## config.mk

```make
export PLATFORM = sky130hd
export DESIGN_NAME = pid_controller_saturated_core
export DESIGN_NICKNAME = d
export VERILOG_FILES = /design/src/design/pidc_pkg.sv /design/src/design/pidc_regs.sv /design/src/design/pidc_ctrl.sv /design/src/design/pidc_datapath.sv /design/src/design/pid_controller_saturated_core.sv
export SDC_FILE = /design/constraint.sdc
export NUM_CORES = 2
export LEC_CHECK = 0
export ABC_AREA = 1
export BUFFER_PORTS_ARGS = -buffer_cell sky130_fd_sc_hd__buf_2
export CORE_ASPECT_RATIO = 1.25
export CORE_UTILIZATION = 25
export DETAILED_ROUTE_END_ITERATION = 10
export GPL_ROUTABILITY_DRIVEN = 1
export MAX_ROUTING_LAYER = met4
export PLACE_DENSITY_LB_ADDON = 0.3
export SETUP_SLACK_MARGIN = 0.1
export SLEW_MARGIN = 20
export SYNTH_ARGS = -nofsm -noshare
export SYNTH_HDL_FRONTEND = slang
export SYNTH_SLANG_ARGS = --single-unit
```

## constraint.sdc

```tcl
create_clock -name clk -period 32.3 [get_ports clk]
set_clock_uncertainty 0.05 [all_clocks]
set_input_delay 0 -clock clk [delete_from_list [all_inputs] [get_ports clk]]
set_output_delay 0 -clock clk [all_outputs]
set_load 0.02 [all_outputs]
```

## src/design/pidc_pkg.sv

```systemverilog
`default_nettype none

package pidc_pkg;

    localparam int DATA_W        = 32;
    localparam int PERIOD_W      = 31;
    localparam int CFG_IDX_W     = 3;
    localparam int INTEG_W       = 48;
    localparam int MUL_A_W       = 33;
    localparam int MUL_B_W       = 32;
    localparam int PROD_W        = MUL_A_W + MUL_B_W;
    localparam int KI_SPLIT      = 24;
    localparam int KI_W          = 81;
    localparam int KI_HI_W       = KI_W - KI_SPLIT;
    localparam int TERM_W        = 42;
    localparam int SUM_W         = TERM_W + 2;
    localparam int FRAC_BITS_DEF = 16;

    localparam logic signed [PROD_W-1:0] P_MAX32 = PROD_W'(64'sh7FFF_FFFF);
    localparam logic signed [PROD_W-1:0] P_MIN32 = ~P_MAX32;
    localparam logic signed [PROD_W-1:0] P_MAXI  = PROD_W'(64'sh7FFF_FFFF_FFFF);
    localparam logic signed [PROD_W-1:0] P_MINI  = ~P_MAXI;
    localparam logic signed [KI_W-1:0]   T_MAX   = KI_W'(64'sh100_0000_0000);
    localparam logic signed [KI_W-1:0]   T_MIN   = -T_MAX;

    typedef enum logic [7:0] {
        ST_IDLE = 8'b0000_0001,
        ST_DER  = 8'b0000_0010,
        ST_INC  = 8'b0000_0100,
        ST_KP   = 8'b0000_1000,
        ST_KIL  = 8'b0001_0000,
        ST_KIH  = 8'b0010_0000,
        ST_KD   = 8'b0100_0000,
        ST_FIN  = 8'b1000_0000
    } state_t;

    typedef enum logic [2:0] {
        MUL_DER = 3'd0,
        MUL_INC = 3'd1,
        MUL_KP  = 3'd2,
        MUL_KIL = 3'd3,
        MUL_KIH = 3'd4,
        MUL_KD  = 3'd5
    } mul_sel_t;

    typedef enum logic [CFG_IDX_W-1:0] {
        REG_KP             = 3'd0,
        REG_KI             = 3'd1,
        REG_KD             = 3'd2,
        REG_SAMPLE_PERIOD  = 3'd3,
        REG_INVERSE_PERIOD = 3'd4,
        REG_U_MAX          = 3'd5,
        REG_U_MIN          = 3'd6,
        REG_SETPOINT       = 3'd7
    } cfg_idx_t;

    typedef struct packed {
        logic [DATA_W-1:0]   kp;
        logic [DATA_W-1:0]   ki;
        logic [DATA_W-1:0]   kd;
        logic [PERIOD_W-1:0] sample_period;
        logic [PERIOD_W-1:0] inverse_period;
        logic [PERIOD_W-1:0] u_max;
        logic [DATA_W-1:0]   u_min;
        logic [DATA_W-1:0]   setpoint;
    } pidc_cfg_t;

    typedef struct packed {
        logic     load_err;
        logic     mul_en;
        mul_sel_t mul_sel;
        logic     take_deriv;
        logic     take_integ;
        logic     take_kp;
        logic     take_lo;
        logic     take_ki;
        logic     finish;
    } pidc_cmd_t;

    typedef struct packed {
        logic out_full;
    } pidc_status_t;

    function automatic logic signed [DATA_W-1:0] sat33_to_32(input logic signed [DATA_W:0] x);
        logic signed [DATA_W-1:0] r;
        if (x[DATA_W] != x[DATA_W-1])
            r = x[DATA_W] ? {1'b1, {(DATA_W-1){1'b0}}} : {1'b0, {(DATA_W-1){1'b1}}};
        else
            r = x[DATA_W-1:0];
        return r;
    endfunction

    function automatic logic signed [DATA_W-1:0] sat_to_32(input logic signed [PROD_W-1:0] x);
        logic signed [PROD_W-1:0] c;
        if (x > P_MAX32)
            c = P_MAX32;
        else if (x < P_MIN32)
            c = P_MIN32;
        else
            c = x;
        return c[DATA_W-1:0];
    endfunction

    function automatic logic signed [INTEG_W-1:0] sat_to_48(input logic signed [PROD_W-1:0] x);
        logic signed [PROD_W-1:0] c;
        if (x > P_MAXI)
            c = P_MAXI;
        else if (x < P_MINI)
            c = P_MINI;
        else
            c = x;
        return c[INTEG_W-1:0];
    endfunction

    function automatic logic signed [INTEG_W-1:0] sat49_to_48(
        input logic signed [INTEG_W:0] x);
        logic signed [INTEG_W-1:0] r;
        if (x[INTEG_W] != x[INTEG_W-1])
            r = x[INTEG_W] ? {1'b1, {(INTEG_W-1){1'b0}}} : {1'b0, {(INTEG_W-1){1'b1}}};
        else
            r = x[INTEG_W-1:0];
        return r;
    endfunction

    function automatic logic signed [TERM_W-1:0] sat_term(input logic signed [KI_W-1:0] x);
        logic signed [KI_W-1:0] c;
        if (x > T_MAX)
            c = T_MAX;
        else if (x < T_MIN)
            c = T_MIN;
        else
            c = x;
        return c[TERM_W-1:0];
    endfunction

endpackage

`default_nettype wire

```

## src/design/pidc_regs.sv

```systemverilog
`default_nettype none

module pidc_regs
    import pidc_pkg::*;
(
    input  wire logic                 clk,
    input  wire logic                 rst_n,
    input  wire logic                 cfg_valid,
    input  wire logic [CFG_IDX_W-1:0] cfg_index,
    input  wire logic [DATA_W-1:0]    cfg_data,
    output pidc_cfg_t                 cfg
);

    pidc_cfg_t cfg_reg;
    pidc_cfg_t cfg_next;

    always_comb
    begin
        cfg_next = cfg_reg;
        if (cfg_valid)
        begin
            unique case (cfg_idx_t'(cfg_index))
                REG_KP:             cfg_next.kp             = cfg_data;
                REG_KI:             cfg_next.ki             = cfg_data;
                REG_KD:             cfg_next.kd             = cfg_data;
                REG_SAMPLE_PERIOD:  cfg_next.sample_period  = cfg_data[PERIOD_W-1:0];
                REG_INVERSE_PERIOD: cfg_next.inverse_period = cfg_data[PERIOD_W-1:0];
                REG_U_MAX:          cfg_next.u_max          = cfg_data[PERIOD_W-1:0];
                REG_U_MIN:          cfg_next.u_min          = cfg_data;
                REG_SETPOINT:       cfg_next.setpoint       = cfg_data;
                default:            cfg_next = cfg_reg;
            endcase
        end
    end

    always_ff @(posedge clk or negedge rst_n)
    begin
        if (!rst_n)
        begin
            cfg_reg.kp             <= 32'h0001_0000;
            cfg_reg.ki             <= '0;
            cfg_reg.kd             <= '0;
            cfg_reg.sample_period  <= 31'h0001_0000;
            cfg_reg.inverse_period <= 31'h0001_0000;
            cfg_reg.u_max          <= 31'h7FFF_FFFF;
            cfg_reg.u_min          <= 32'h8000_0000;
            cfg_reg.setpoint       <= '0;
        end
        else
        begin
            cfg_reg <= cfg_next;
        end
    end

    assign cfg = cfg_reg;

endmodule

`default_nettype wire

```

## src/design/pidc_ctrl.sv

```systemverilog
`default_nettype none

module pidc_ctrl
    import pidc_pkg::*;
(
    input  wire logic   clk,
    input  wire logic   rst_n,
    input  wire logic   in_valid,
    output logic        in_ready,
    input  pidc_status_t status,
    output pidc_cmd_t   cmd
);

    state_t state_reg;
    state_t state_next;

    always_comb
    begin
        state_next = state_reg;
        cmd        = '0;
        cmd.mul_sel = MUL_DER;
        in_ready   = 1'b0;
        unique case (state_reg)
            ST_IDLE:
            begin
                in_ready     = 1'b1;
                cmd.load_err = in_valid;
                if (in_valid)
                    state_next = ST_DER;
            end
            ST_DER:
            begin
                cmd.mul_en  = 1'b1;
                cmd.mul_sel = MUL_DER;
                state_next  = ST_INC;
            end
            ST_INC:
            begin
                cmd.mul_en     = 1'b1;
                cmd.mul_sel    = MUL_INC;
                cmd.take_deriv = 1'b1;
                state_next     = ST_KP;
            end
            ST_KP:
            begin
                cmd.mul_en     = 1'b1;
                cmd.mul_sel    = MUL_KP;
                cmd.take_integ = 1'b1;
                state_next     = ST_KIL;
            end
            ST_KIL:
            begin
                cmd.mul_en  = 1'b1;
                cmd.mul_sel = MUL_KIL;
                cmd.take_kp = 1'b1;
                state_next  = ST_KIH;
            end
            ST_KIH:
            begin
                cmd.mul_en  = 1'b1;
                cmd.mul_sel = MUL_KIH;
                cmd.take_lo = 1'b1;
                state_next  = ST_KD;
            end
            ST_KD:
            begin
                cmd.mul_en  = 1'b1;
                cmd.mul_sel = MUL_KD;
                cmd.take_ki = 1'b1;
                state_next  = ST_FIN;
            end
            ST_FIN:
            begin
                // wait while the previous result still sits in the output register
                if (!status.out_full)
                begin
                    cmd.finish = 1'b1;
                    state_next = ST_IDLE;
                end
            end
            default:
            begin
                state_next = ST_IDLE;
            end
        endcase
    end

    always_ff @(posedge clk or negedge rst_n)
    begin
        if (!rst_n)
            state_reg <= ST_IDLE;
        else
            state_reg <= state_next;
    end

endmodule

`default_nettype wire

```

## src/design/pidc_datapath.sv

```systemverilog
`default_nettype none

module pidc_datapath
    import pidc_pkg::*;
#(
    parameter int FRAC_BITS = FRAC_BITS_DEF
)
(
    input  wire logic              clk,
    input  wire logic              rst_n,
    input  pidc_cfg_t              cfg,
    input  pidc_cmd_t              cmd,
    output pidc_status_t           status,
    input  wire logic [DATA_W-1:0] measurement,
    output logic                   out_valid,
    input  wire logic              out_ready,
    output logic [DATA_W-1:0]      drive,
    output logic                   saturated
);

    logic signed [DATA_W-1:0]  err_reg, err_next;
    logic signed [DATA_W-1:0]  last_error_reg, last_error_next;
    logic signed [INTEG_W-1:0] integ_reg, integ_next;
    logic signed [DATA_W-1:0]  deriv_reg, deriv_next;
    logic signed [PROD_W-1:0]  prod_reg, prod_next;
    logic signed [PROD_W-1:0]  lo_prod_reg, lo_prod_next;
    logic signed [SUM_W-1:0]   acc_reg, acc_next;
    logic [DATA_W-1:0]         drive_reg, drive_next;
    logic                      sat_reg, sat_next;
    logic                      out_valid_reg, out_valid_next;

    logic signed [MUL_A_W-1:0] err_ext, prev_ext, mul_a;
    logic signed [MUL_B_W-1:0] mul_b;
    logic signed [PROD_W-1:0]  prod_frac, prod_half;
    logic signed [INTEG_W-1:0] inc;
    logic signed [INTEG_W-1:0] integ_hi_part;
    logic signed [KI_W-1:0]    ki_full, ki_frac;
    logic signed [TERM_W-1:0]  term_pd, term_ki;
    logic signed [SUM_W-1:0]   total, lim_hi, lim_lo, floor_v, clip1, clip2;

    assign err_ext       = MUL_A_W'(err_reg);
    assign prev_ext      = MUL_A_W'(last_error_reg);
    assign integ_hi_part = integ_reg >>> KI_SPLIT;

    // shared multiplier operand select
    always_comb
    begin
        case (cmd.mul_sel)
            MUL_DER:
            begin
                mul_a = err_ext - prev_ext;
                mul_b = $signed({1'b0, cfg.inverse_period});
            end
            MUL_INC:
            begin
                mul_a = err_ext + prev_ext;
                mul_b = $signed({1'b0, cfg.sample_period});
            end
            MUL_KP:
            begin
                mul_a = err_ext;
                mul_b = $signed(cfg.kp);
            end
            MUL_KIL:
            begin
                mul_a = $signed({{(MUL_A_W-KI_SPLIT){1'b0}}, integ_reg[KI_SPLIT-1:0]});
                mul_b = $signed(cfg.ki);
            end
            MUL_KIH:
            begin
                mul_a = MUL_A_W'(integ_hi_part);
                mul_b = $signed(cfg.ki);
            end
            MUL_KD:
            begin
                mul_a = MUL_A_W'(deriv_reg);
                mul_b = $signed(cfg.kd);
            end
            default:
            begin
                mul_a = '0;
                mul_b = '0;
            end
        endcase
    end

    assign prod_frac = prod_reg >>> FRAC_BITS;
    assign prod_half = prod_reg >>> (FRAC_BITS + 1);
    assign inc       = sat_to_48(prod_half);
    assign term_pd   = sat_term(KI_W'(prod_frac));

    // ki * integral from two partial products, high one weighted by 2^KI_SPLIT
    assign ki_full = $signed({prod_reg[KI_HI_W-1:0], {KI_SPLIT{1'b0}}}) + KI_W'(lo_prod_reg);
    assign ki_frac = ki_full >>> FRAC_BITS;
    assign term_ki = sat_term(ki_frac);

    // output clamp: magnitude limit, then floor
    assign total   = acc_reg + SUM_W'(term_pd);
    assign lim_hi  = $signed({{(SUM_W-PERIOD_W){1'b0}}, cfg.u_max});
    assign lim_lo  = -lim_hi;
    assign floor_v = SUM_W'($signed(cfg.u_min));
    assign clip1   = (total > lim_hi) ? lim_hi : ((total < lim_lo) ? lim_lo : total);
    assign clip2   = (clip1 < floor_v) ? floor_v : clip1;

    always_comb
    begin
        err_next        = err_reg;
        last_error_next = last_error_reg;
        integ_next      = integ_reg;
        deriv_next      = deriv_reg;
        prod_next       = prod_reg;
        lo_prod_next    = lo_prod_reg;
        acc_next        = acc_reg;
        drive_next      = drive_reg;
        sat_next        = sat_reg;
        out_valid_next  = out_valid_reg && !out_ready;

        if (cmd.load_err)
            err_next = sat33_to_32((DATA_W+1)'($signed(cfg.setpoint))
                                   - (DATA_W+1)'($signed(measurement)));
        if (cmd.mul_en)
            prod_next = mul_a * mul_b;
        if (cmd.take_deriv)
            deriv_next = sat_to_32(prod_frac);
        if (cmd.take_integ)
        begin
            integ_next      = sat49_to_48((INTEG_W+1)'(integ_reg) + (INTEG_W+1)'(inc));
            last_error_next = err_reg;
        end
        if (cmd.take_kp)
            acc_next = SUM_W'(term_pd);
        if (cmd.take_lo)
            lo_prod_next = prod_reg;
        if (cmd.take_ki)
            acc_next = acc_reg + SUM_W'(term_ki);
        if (cmd.finish)
        begin
            drive_next     = clip2[DATA_W-1:0];
            sat_next       = (clip2 != total);
            out_valid_next = 1'b1;
        end
    end

    always_ff @(posedge clk or negedge rst_n)
    begin
        if (!rst_n)
        begin
            last_error_reg <= '0;
            integ_reg      <= '0;
            out_valid_reg  <= 1'b0;
        end
        else
        begin
            last_error_reg <= last_error_next;
            integ_reg      <= integ_next;
            out_valid_reg  <= out_valid_next;
        end
    end

    always_ff @(posedge clk)
    begin
        err_reg     <= err_next;
        deriv_reg   <= deriv_next;
        prod_reg    <= prod_next;
        lo_prod_reg <= lo_prod_next;
        acc_reg     <= acc_next;
        drive_reg   <= drive_next;
        sat_reg     <= sat_next;
    end

    assign status.out_full = out_valid_reg && !out_ready;
    assign out_valid       = out_valid_reg;
    assign drive           = drive_reg;
    assign saturated       = sat_reg;

endmodule

`default_nettype wire

```

## src/design/pid_controller_saturated_core.sv

```systemverilog
// An item passes DER, INC, KP, KIL, KIH, KD and FIN before its result is valid.
// Six products share one 33x32 multiplier; no new item is taken before FIN ends.
// A finished result waits in the output register and holds the next item in FIN.
// Reset (rst_n, async, active low): registers to defaults, last error and integral to 0.
`default_nettype none

module pid_controller_saturated_core
    import pidc_pkg::*;
#(
    parameter int FRAC_BITS = FRAC_BITS_DEF
)
(
    input  wire logic                 clk,
    input  wire logic                 rst_n,
    input  wire logic                 s_axis_tvalid,
    output logic                      s_axis_tready,
    input  wire logic [DATA_W-1:0]    s_axis_tdata,   // [31:0] measurement
    output logic                      m_axis_tvalid,
    input  wire logic                 m_axis_tready,
    output logic [DATA_W-1:0]         m_axis_tdata,   // [31:0] drive
    output logic [0:0]                m_axis_tuser,   // [0] saturated
    input  wire logic                 cfg_valid,
    output logic                      cfg_ready,
    input  wire logic [CFG_IDX_W-1:0] cfg_index,
    input  wire logic [DATA_W-1:0]    cfg_data
);

    pidc_cfg_t    cfg;
    pidc_cmd_t    cmd;
    pidc_status_t status;

    assign cfg_ready = 1'b1;

    pidc_regs u_regs (
        .clk       (clk),
        .rst_n     (rst_n),
        .cfg_valid (cfg_valid),
        .cfg_index (cfg_index),
        .cfg_data  (cfg_data),
        .cfg       (cfg)
    );

    pidc_ctrl u_ctrl (
        .clk      (clk),
        .rst_n    (rst_n),
        .in_valid (s_axis_tvalid),
        .in_ready (s_axis_tready),
        .status   (status),
        .cmd      (cmd)
    );

    pidc_datapath #(
        .FRAC_BITS (FRAC_BITS)
    ) u_datapath (
        .clk         (clk),
        .rst_n       (rst_n),
        .cfg         (cfg),
        .cmd         (cmd),
        .status      (status),
        .measurement (s_axis_tdata),
        .out_valid   (m_axis_tvalid),
        .out_ready   (m_axis_tready),
        .drive       (m_axis_tdata),
        .saturated   (m_axis_tuser[0])
    );

endmodule

`default_nettype wire

```

==> out/metrics.csv <==
stage;metric;value;unit
die;die area;0.324;sq mm
placement;DP HPWL;224;mm
logic_synthesis;Main synth FF type;dfrtp_1;
drt;Residual DRC;0;
drt;Iteration-0 DRC Markers;4281;
cells_and_area;Filler cells;34700;
worst_setup_path;Max FO, Critical Path;44;
cells_and_area;most frequent cells in the layout;nand2_1, inv_1, fa_1;
clock_network;total CTS buffers;73;
cells_and_area;P&R area growth vs syn;10.5;%
worst_setup_path;RR Startpoint;u_ctrl.state_reg[4];
drt;DR pass1 iterations;6;
cells_and_area;Reg area;0.0163;sq mm
hold_path;Hold Crit Class;input port to flop;
status;status;finished, final reports clean;
hold_path;HP Start;s_axis_tdata[23];
clock_network;CTS resizes;0;
logic_synthesis;simple-gate portion of the synthesized area;18.0;%
logic_synthesis;ys async rst share;57.3;%
placement;gpl congestion;0.950;
logic_synthesis;register bit total from synthesis;597;
logic_synthesis;Netlist Area Pre-Place;0.0804;sq mm
grt;Total GRT Usage;18.0;%
clock_network;Reg clk slew, reported paths;60;ps
cells_and_area;Multi-input gate area;0.0550;sq mm
die;Die Wd;509;um
clock_network;clk root buf;clkbuf_16;
worst_setup_path;R2R Path End;u_datapath.prod_reg[61];
sta;Setup TNS;0;ps
grt;largest net degree at the start of global routing;82;
sta;measured slew at the worst slew-check pin;1160;ps
worst_setup_path;required time of the critical path;32660;ps
logic_synthesis;main combinational cell family by area after synthesis;adder cells;
logic_synthesis;Synth Area in Adders;36.6;%
hold_path;Worst Hold End;u_datapath.err_reg[23];
logic_synthesis;multiplexer share of the synthesized area;0.0249;%
logic_synthesis;Post-synth EDFFs;255;
clock_network;number of clock sinks;597;
drt;Post-DRT Antenna Nets;0;
worst_setup_path;r2r setup slk;18090;ps
sta;Final Max Tran Viols;0;
clock_network;# H-tree levels;3;
worst_setup_path;most used cell, CP;inv_1;
sta;Finish-stage setup viols;0;
logic_synthesis;Synth Area in XOR/XNOR;3.67;%
grt;Overflow after GRT;0;
logic_synthesis;register area share after synthesis;20.2;%
cells_and_area;Post-layout nets;11800;
die;Initial Utilization;25.1;%
logic_synthesis;Net Count, Synth;11800;
logic_synthesis;post-synthesis compound-gate area fraction;9.97;%
cells_and_area;layout cells sized above 1;4.86;%
cells_and_area;Post-Layout Cell Count;14300;
worst_setup_path;CP endpoint kind;flop;
hold_path;worst hold stages;6;
worst_setup_path;Startpoint Class;flop;
worst_setup_path;CP max-delay cell;fa_2;
worst_setup_path;r2r worst-path depth;54;
clock_network;clk_lat worst skew;690;ps
drt;Vias;66100;
placement;placed insts;14100;
grt;vias in the first global route;68400;
sta;Final Cycle Share;44.0;%
die;core area;0.320;sq mm
drt;vias per cell;4.61;
clock_network;CTS tree;done;
job;Max-Cap Viols;0;
clock_network;clock tree buffer depth;3;
worst_setup_path;Worst Path Buf+Inv;14;
die;Top-Level Pins;108;
cells_and_area;commonest non-fill, non-tap cell in the layout;nand2_1;
grt;initial antenna violation count;13;
logic_synthesis;Yosys warnings;0;
worst_setup_path;kind of critical path;flop to flop;
logic_synthesis;Yosys cell types;69;
worst_setup_path;delay of the slowest critical-path stage;970;ps
drt;Routed WL per cell;19.8;um
logic_synthesis;Cells after Synth;10100;
logic_synthesis;Synth Area per Inst;7.98;sq um
worst_setup_path;CP top delay family;adder cells;
sta;Max transition margin;22.7;%
placement;I/O Buffers;106;
sta;minimum clock period;14210;ps
sta;Hold Vio Cnt, Final;0;
cells_and_area;max reg flops;253;
sta;FMAX;70.4;MHz
grt;first-pass GRT wire length;429;mm
die;Site Rows;232;
drt;DRT Wirelength;283;mm
sta;RSZ-0062 raised after global routing;no;
die;die height;636;um
worst_setup_path;Worst EP arrival;14570;ps
[layout make-up]
type / instances / share of cell area, %
multi-input cells: 7052 / 61.9
flip-flops and latches: 597 / 18.3
inverters: 2032 / 8.59
well taps: 4212 / 5.94
repair buffers: 306 / 2.48
clock buffers: 102 / 2.27
clock inverters: 31 / 0.454
diodes: 7 / 0.0197
[tightest hold or removal path: cells and delay by family]
kind,cells,cell delay [ps]
XOR/XNOR,1,100
adder cells (fa/ha/maj),1,210
buffers and inverters,2,170
AND/OR/NAND/NOR,2,120
[cells by family (layout without fill, tap and decap cells)]
group                    count (synthesis)  count (layout)
XOR/XNOR                               335             335
flip-flops                             597             597
other                                    1               8
buffers and inverters                 2426            2471
adder cells (fa/ha/maj)               1678            1678
AO/OA/AOI/OAI                         1433            1433
AND/OR/NAND/NOR                       3603            3603
multiplexers                             2               2
[repair_timing]
action / CTS / global route
hold buffers: 57 / 0
setup buffers: 0 / 0
endpoints found under the hold margin: 375 / 0
[worst max path at each step]
stage / end / cells after the start / from / slack [ps]
6_report: u_datapath.prod_reg[61] / 54 / u_ctrl.state_reg[4] / 18090
5_1_grt: u_datapath.prod_reg[61] / 54 / u_ctrl.state_reg[5] / 16850
4_1_cts: u_datapath.prod_reg[61] / 54 / u_ctrl.state_reg[7] / 17530
3_5_place_dp: u_datapath.prod_reg[61] / 54 / u_ctrl.state_reg[7] / 17560
3_3_place_gp: u_datapath.prod_reg[61] / 54 / u_ctrl.state_reg[5] / 17520
2_1_floorplan: u_datapath.prod_reg[61] / 55 / u_ctrl.state_reg[7] / 19400
[metal layers]
| metal | vias to the layer above | track usage (%) | part of all wire [%] |
|---|---|---|---|
| met2 | 1573 | 31.6 | 51 |
| met1 | 32900 | 21.2 | 41 |
| met5 | - | - | 0 |
| met3 | 483 | 1.61 | 4.0 |
| met4 | 0 | 6.76 | 4.4 |
| li1 | 31100 | - | - |
[Yosys cell counts, types with 15 or more instances]
cell / number / area share, %
xor2_1: 217 / 2.4
a21oi_1: 586 / 3.6
o21ai_1: 34 / 0.21
fa_1: 1118 / 28
inv_1: 2010 / 9.4
o21a_1: 24 / 0.22
dfstp_2: 36 / 1.2
clkbuf_1: 337 / 1.6
and2_1: 15 / 0.12
nand3_1: 199 / 1.2
edfxtp_1: 255 / 9.5
a31oi_1: 66 / 0.51
buf_2: 18 / 0.11
ha_1: 560 / 8.7
nor2_1: 894 / 4.2
nor3_1: 92 / 0.57
a221oi_1: 37 / 0.40
and3_1: 19 / 0.15
o211ai_1: 23 / 0.21
xnor2_1: 116 / 1.3
nor4_1: 30 / 0.23
a21boi_1: 19 / 0.18
nand2_1: 2208 / 10
clkinv_1: 18 / 0.084
dfrtp_1: 306 / 9.5
nand4_1: 84 / 0.65
o21ai_0: 504 / 3.1
a22o_1: 34 / 0.37
buf_1: 21 / 0.098
o21bai_1: 25 / 0.23
[through the flow]
stage	util (%)	worst slack [ps]	cell area (sq um)	hold WS (ps)
4_1_cts	27.8	17530	88800	9.10
6_report	27.8	18090	88800	21.8
3_5_place_dp	26.8	17560	85800	44.5
3_3_place_gp	26.8	17520	85800	50.3
2_1_floorplan	-	19400	80400	-346
5_1_grt	27.8	16850	88800	47.9
Power is left out: the tool's default activity adds up to more than one toggle a clock period on the data nets, which glitch-free logic cannot reach.
